`config.mk`:
```
export PLATFORM = sky130hd
export DESIGN_NAME = sensor_packet_deframer
export DESIGN_NICKNAME = d
export VERILOG_FILES = /design/src/sv/spd_pkg.sv /design/src/sv/spd_core.sv /design/src/sv/sensor_packet_deframer.sv
export SDC_FILE = /design/constraint.sdc
export NUM_CORES = 1
export LEC_CHECK = 0
export ABC_AREA = 1
export BUFFER_PORTS_ARGS = -buffer_cell sky130_fd_sc_hd__buf_2
export CAP_MARGIN = 10
export CORE_ASPECT_RATIO = 0.5
export CORE_MARGIN = 5
export CORE_UTILIZATION = 40
export DETAILED_ROUTE_END_ITERATION = 8
export PLACE_DENSITY = 0.57
export SYNTH_ARGS = -nofsm -noshare
export SYNTH_HDL_FRONTEND = slang
export SYNTH_SLANG_ARGS = --single-unit
```
`constraint.sdc`:
```
create_clock -name aclk -period 13.72 [get_ports aclk]
set_clock_uncertainty 0.1 [all_clocks]
set_input_delay 4.116 -clock aclk [delete_from_list [all_inputs] [get_ports aclk]]
set_output_delay 4.116 -clock aclk [all_outputs]
set_load 0.01 [all_outputs]
```
`src/sv/spd_pkg.sv`:
```
// shared types, constants and helpers for the sensor packet deframer
`timescale 1ns / 1ps

package spd_pkg;

    // counter width, saturating at all ones
    localparam int COUNT_BITS = 16;
    localparam logic [COUNT_BITS-1:0] COUNT_MAX = {COUNT_BITS{1'b1}};

    // packet layout
    localparam int POS_W   = 5;
    localparam int HDR_LEN = 4;
    localparam int SUM_END = 20;
    localparam int PAYLOAD_BYTES = SUM_END - HDR_LEN;

    // header reset values ("snp" plus terminator)
    localparam logic [7:0] HDR_FIRST_RST  = 8'd115;
    localparam logic [7:0] HDR_SECOND_RST = 8'd110;
    localparam logic [7:0] HDR_THIRD_RST  = 8'd112;
    localparam logic [7:0] HDR_FOURTH_RST = 8'd0;

    // configuration register indexes
    localparam logic [1:0] REG_HEADER_FIRST  = 2'd0;
    localparam logic [1:0] REG_HEADER_SECOND = 2'd1;
    localparam logic [1:0] REG_HEADER_THIRD  = 2'd2;
    localparam logic [1:0] REG_HEADER_FOURTH = 2'd3;

    // command codes
    localparam logic CMD_BYTE  = 1'b0;
    localparam logic CMD_CLEAR = 1'b1;

    // status codes
    localparam logic [2:0] STATUS_BYTE    = 3'd0;
    localparam logic [2:0] STATUS_GOOD    = 3'd1;
    localparam logic [2:0] STATUS_BAD_SUM = 3'd2;
    localparam logic [2:0] STATUS_ABORT   = 3'd3;
    localparam logic [2:0] STATUS_CLEARED = 3'd4;

    typedef logic [COUNT_BITS-1:0] count_t;

    typedef struct packed {
        logic       cmd;
        logic [7:0] data_byte;
    } in_item_t;

    typedef struct packed {
        logic [2:0]  status;
        logic [31:0] first_word;
        logic [31:0] second_word;
        logic [31:0] third_word;
        logic [31:0] uptime_word;
        logic [15:0] good_count;
        logic [15:0] aborted_count;
        logic [15:0] bad_checksum_count;
    } out_item_t;

    typedef struct packed {
        logic [7:0] first;
        logic [7:0] second;
        logic [7:0] third;
        logic [7:0] fourth;
    } hdr_cfg_t;

    function automatic count_t bump(input count_t c);
        bump = (c == COUNT_MAX) ? c : c + count_t'(1);
    endfunction

endpackage

```
`src/sv/spd_core.sv`:
```
// framing state, checksum, payload bytes and packet counters
`timescale 1ns / 1ps

module spd_core (
    input  logic               aclk,
    input  logic               aresetn,
    input  logic               fire,
    input  spd_pkg::in_item_t  item,
    input  spd_pkg::hdr_cfg_t  hdr,
    output spd_pkg::out_item_t result
);

    logic [spd_pkg::POS_W-1:0] pos_reg, pos_next, pos_eff;
    logic [15:0]               sum_reg, sum_next;
    logic [7:0]                chk_high_reg, chk_high_next;
    spd_pkg::count_t           good_reg, good_next;
    spd_pkg::count_t           abort_reg, abort_next;
    spd_pkg::count_t           bad_reg, bad_next;
    logic [7:0]                store_reg [spd_pkg::PAYLOAD_BYTES];
    logic                      store_we;
    logic [3:0]                store_idx;
    logic [7:0]                expected;
    logic [2:0]                status;
    logic                      good_pkt;
    logic [7:0]                b;
    logic                      resync;

    assign b = item.data_byte;

    // resync byte mid-packet restarts framing at this byte
    assign resync  = (b == hdr.first) && (pos_reg != '0);
    assign pos_eff = resync ? '0 : pos_reg;

    always_comb begin
        case (pos_eff[1:0])
            2'd0:    expected = hdr.first;
            2'd1:    expected = hdr.second;
            2'd2:    expected = hdr.third;
            default: expected = hdr.fourth;
        endcase
    end

    always_comb begin
        pos_next      = pos_reg;
        sum_next      = sum_reg;
        chk_high_next = chk_high_reg;
        good_next     = good_reg;
        abort_next    = abort_reg;
        bad_next      = bad_reg;
        store_we      = 1'b0;
        store_idx     = 4'(pos_reg - spd_pkg::POS_W'(spd_pkg::HDR_LEN));
        status        = spd_pkg::STATUS_BYTE;
        good_pkt      = 1'b0;
        if (item.cmd == spd_pkg::CMD_CLEAR) begin
            good_next  = '0;
            abort_next = '0;
            bad_next   = '0;
            status     = spd_pkg::STATUS_CLEARED;
        end else begin
            if (resync) begin
                abort_next = spd_pkg::bump(abort_reg);
                status     = spd_pkg::STATUS_ABORT;
            end
            if (pos_eff < spd_pkg::POS_W'(spd_pkg::HDR_LEN)) begin
                if (b == expected) begin
                    sum_next = (pos_eff == '0) ? {8'd0, b} : sum_reg + {8'd0, b};
                    pos_next = pos_eff + 1'b1;
                end else begin
                    pos_next   = '0;
                    sum_next   = '0;
                    abort_next = spd_pkg::bump(abort_reg);
                    status     = spd_pkg::STATUS_ABORT;
                end
            end else if (pos_eff < spd_pkg::POS_W'(spd_pkg::SUM_END)) begin
                store_we = 1'b1;
                sum_next = sum_reg + {8'd0, b};
                pos_next = pos_eff + 1'b1;
            end else if (pos_eff == spd_pkg::POS_W'(spd_pkg::SUM_END)) begin
                chk_high_next = b;
                pos_next      = pos_eff + 1'b1;
            end else begin
                if ({chk_high_reg, b} == sum_reg) begin
                    good_pkt  = 1'b1;
                    good_next = spd_pkg::bump(good_reg);
                    status    = spd_pkg::STATUS_GOOD;
                end else begin
                    bad_next = spd_pkg::bump(bad_reg);
                    status   = spd_pkg::STATUS_BAD_SUM;
                end
                pos_next = '0;
                sum_next = '0;
            end
        end
    end

    always_comb begin
        result                    = '0;
        result.status             = status;
        result.good_count         = 16'(good_next);
        result.aborted_count      = 16'(abort_next);
        result.bad_checksum_count = 16'(bad_next);
        if (good_pkt) begin
            result.first_word  = {store_reg[3], store_reg[2], store_reg[1], store_reg[0]};
            result.second_word = {store_reg[7], store_reg[6], store_reg[5], store_reg[4]};
            result.third_word  = {store_reg[11], store_reg[10], store_reg[9], store_reg[8]};
            result.uptime_word = {store_reg[15], store_reg[14], store_reg[13], store_reg[12]};
        end
    end

    always_ff @(posedge aclk) begin
        if (!aresetn) begin
            pos_reg   <= '0;
            sum_reg   <= '0;
            good_reg  <= '0;
            abort_reg <= '0;
            bad_reg   <= '0;
        end else if (fire) begin
            pos_reg   <= pos_next;
            sum_reg   <= sum_next;
            good_reg  <= good_next;
            abort_reg <= abort_next;
            bad_reg   <= bad_next;
        end
    end

    // payload bytes and checksum high byte need no reset
    always_ff @(posedge aclk) begin
        if (fire) begin
            chk_high_reg <= chk_high_next;
            if (store_we) begin
                store_reg[store_idx] <= b;
            end
        end
    end

endmodule

```
`src/sv/sensor_packet_deframer.sv`:
```
// top level: input register, deframer core, result register, header registers
`timescale 1ns / 1ps
// path: an item transferred on s_ passes the input register and then the
// result register before m_valid rises and its result can transfer on m_
// throughput: one item per cycle while the result register frees; the core updates framing state in one pass
// the result register frees whenever m_ready is high or it is empty
// reset (aresetn low, synchronous) clears position, running sum, counters,
// both valid flags and restores the header bytes to "snp" plus zero

module sensor_packet_deframer (
    input  logic               aclk,
    input  logic               aresetn,
    input  logic               s_valid,
    output logic               s_ready,
    input  spd_pkg::in_item_t  s_data,
    output logic               m_valid,
    input  logic               m_ready,
    output spd_pkg::out_item_t m_data,
    input  logic               cfg_wr_en,
    input  logic [1:0]         cfg_index,
    input  logic [7:0]         cfg_data
);

    spd_pkg::in_item_t  in_reg;
    logic               in_valid_reg;
    spd_pkg::out_item_t out_reg;
    logic               out_valid_reg;
    spd_pkg::out_item_t result;
    spd_pkg::hdr_cfg_t  hdr_reg;
    logic               advance;

    assign advance = in_valid_reg && (!out_valid_reg || m_ready);
    assign s_ready = !in_valid_reg || advance;
    assign m_valid = out_valid_reg;
    assign m_data  = out_reg;

    always_ff @(posedge aclk) begin
        if (!aresetn) begin
            hdr_reg.first  <= spd_pkg::HDR_FIRST_RST;
            hdr_reg.second <= spd_pkg::HDR_SECOND_RST;
            hdr_reg.third  <= spd_pkg::HDR_THIRD_RST;
            hdr_reg.fourth <= spd_pkg::HDR_FOURTH_RST;
        end else if (cfg_wr_en) begin
            case (cfg_index)
                spd_pkg::REG_HEADER_FIRST:  hdr_reg.first  <= cfg_data;
                spd_pkg::REG_HEADER_SECOND: hdr_reg.second <= cfg_data;
                spd_pkg::REG_HEADER_THIRD:  hdr_reg.third  <= cfg_data;
                spd_pkg::REG_HEADER_FOURTH: hdr_reg.fourth <= cfg_data;
                default: ;
            endcase
        end
    end

    always_ff @(posedge aclk) begin
        if (!aresetn) begin
            in_valid_reg  <= 1'b0;
            out_valid_reg <= 1'b0;
        end else begin
            if (s_ready) begin
                in_valid_reg <= s_valid;
            end
            if (advance) begin
                out_valid_reg <= 1'b1;
            end else if (m_ready) begin
                out_valid_reg <= 1'b0;
            end
        end
    end

    always_ff @(posedge aclk) begin
        if (s_valid && s_ready) begin
            in_reg <= s_data;
        end
        if (advance) begin
            out_reg <= result;
        end
    end

    spd_core u_core (
        .aclk    (aclk),
        .aresetn (aresetn),
        .fire    (advance),
        .item    (in_reg),
        .hdr     (hdr_reg),
        .result  (result)
    );

endmodule

```
==> out/results.ini <==
[outcome]
status=finished, final reports clean

[clocking]
post_cts_resized=0
cts_root_buf=clkbuf_16
cts_sinks=427
clk_pin_slew_worst_paths_ns=0.06
ctsLongestPathBuffers=3
tritoncts=done
hold_buffers=0
numCtsBuffers=40
post_cts_buffers=0
insertion_delay_ns=0.56
cts.htree.levels=2

[logic_synthesis]
synth_area_leader_cell=edfxtp_1
postSynthCellCount=2037
avgSynthCellArea_sq_um=9.80
yosysSeqAreaShare=0.591
netlist_area_sq_um=20000
synth_edf_count=324
ys.flop_type=edfxtp_1
synth_top_cell_area_share=0.487
yosys-top-cells-area=edfxtp_1 (49%), dfxtp_1 (10%), nand2_1 (9.0%), inv_1 (6.2%), nor2_4 (6.2%)
ys_ff_latch=427
yosys_warnings=0
async_flop_share=0
synthDistinctLibCells=42
syn-num-nets=2077

[cells_and_area]
final_util=0.466
area_delta_synth_final_pct=14.2
finalNonFillerCells=2916
nNetsFinal=2277
n_antenna_cell=0
largest_reg_flops=179
final_cell_mix=nand2_1 (478), inv_1 (330), edfxtp_1 (324), buf_2 (203), nand3_1 (163)
final_common_cell=nand2_1
drive_above_1_share=0.190

[detailed_routing]
vias_per_cell=4.72
drt_iter0_markers=903
num_vias=13800
drtPass1Iterations=5
wl_per_cell_um=15.8
drt-total-wl_um=45900
drc_errors=0
ant_nets=0

[sta]
setup_viol=0
slew_headroom=0.316
fin_setup_tns_ns=0
fin_crit_sh=0.637
fmax_mhz=114
slew_violations=0
rsz0062_at_grt=false
period_minus_slack_ns=8.74
setup_slack_ns=4.98
hold_violations=0
worst_pin_slew_ns=1.03

[floorplan]
core_area_sq_um=48900
dieArea_sq_um=54800
die_y_um=168
rows=57
io_pins=205
die_x_um=326
initial_core_util=0.408

[min_path]
min_from=hdr_reg[5]$_SDFFE_PN0P_
hp-class=reg2reg
hold_depth=2
min_to=hdr_reg[5]$_SDFFE_PN0P_

[global_routing]
overflow=0
grt_start_max_net_pins=110
grt_pass1_vias=12700
grt_pass1_wl_um=72000
antenna_found_initial=1
track_usage=0.164

[placed_design]
dp.cells=2844
numPortBuffers=204
post-place-ws_ns=4.98
routabilityCongestion=0.837
hpwl_um=29800

[run]
max_cap_violations=0

[setup_path]
path_max_fanout=3
r2r_start=in_reg[7]$_DFFE_PP_
cpMostUsedCell=buf_2
r2r_slack_ns=7.62
critical_path_buf_inv_count=3
slowest_stage=buf_2
crit_arrival_ns=4.53
slowest_delay_ns=0.16
crit_path_start_kind=input port
rr_endpoint=m_data[90]$_SDFFCE_PN0P_
setup.worst_path.class=in2out
end_kind=output pin
cp.required_ns=9.50
cp_cell_sequence=buf_2 -> inv_1 -> nand3_1 -> buf_2
reg2reg_depth=19
critPathTopFamily=buffers and inverters

[power_and_ir_drop]
leakagePower_uw=0.00965
vdd_drop_max_mv=0.0706
power_density_nw_per_um2=123

[how the worst max path moves through the flow]
| stage | to | cells after the start | startpoint |
|---|---|---|---|
| final | s_ready | 4 | m_ready |
| after global routing | s_ready | 4 | m_ready |
| after CTS | s_ready | 4 | m_ready |
| after detailed placement | s_ready | 4 | m_ready |
| after global placement | s_ready | 4 | m_ready |
| after floorplan | u_core.bad_reg[10]$_SDFFE_PN0P_ | 6 | m_ready |
[synth_stat cells (7+ instances only)]
library cell	instances
nand2_1	478
inv_1	330
edfxtp_1	324
nand3_1	163
nor2_1	133
nor2_4	110
dfxtp_1	103
o21ai_0	102
a21oi_1	98
clkbuf_1	21
nand4_1	20
xor2_1	18
ha_1	15
nor3_1	15
buf_12	11
buf_2	11
buf_4	8
inv_2	8
buf_6	7
nor2_2	7
[report_power, final]
group | switching [uW] | total [uW] | internal [uW]
clock | 508 | 1180 | 673
sequential | 26.3 | 1460 | 1430
combinational | 119 | 174 | 55.3
total | 653 | 2820 | 2160
[metrics by stage]
step	hold slack, ns	power, uW	cell area, sq um
after floorplan	0.329	1600	20000
after global placement	0.339	1660	21400
after detailed placement	0.347	1670	21400
after CTS	0.358	2850	22800
after global routing	0.379	2940	22800
final	0.355	2820	22800
[tightest hold or removal path: stages, from the launching register on]
cell and delay [ns]:
dfxtp_1 0.30, inv_1 0.06, a21oi_1 0.06
[final cells by class]
type,count,area (sq um)
Tap cell,649,812
Clock inverter,17,228
Clock buffer,55,1150
Multi-Input combinational cell,1207,6390
Timing Repair Buffer,219,1140
Fill cell,4663,26100
Inverter,342,1300
Sequential cell,427,11800
[cells by family after synthesis]
group	Yosys count	share of synthesized area
AND/OR/NAND/NOR	955	0.245
flip-flops	427	0.591
buffers and inverters	403	0.0900
AO/OA/AOI/OAI	215	0.0552
XOR/XNOR	21	0.00921
adder cells (fa/ha/maj)	16	0.0104
[metal layers]
metal | routed length [um] | vias to the layer above | GRT usage
met5 | 0 | - | 0
met2 | 22400 | 241 | 0.287
li1 | - | 6977 | -
met1 | 20300 | 6475 | 0.213
met4 | 1080 | 0 | 0.0415
met3 | 2130 | 69 | 0.0308
(Power assumes the default switching activity.)
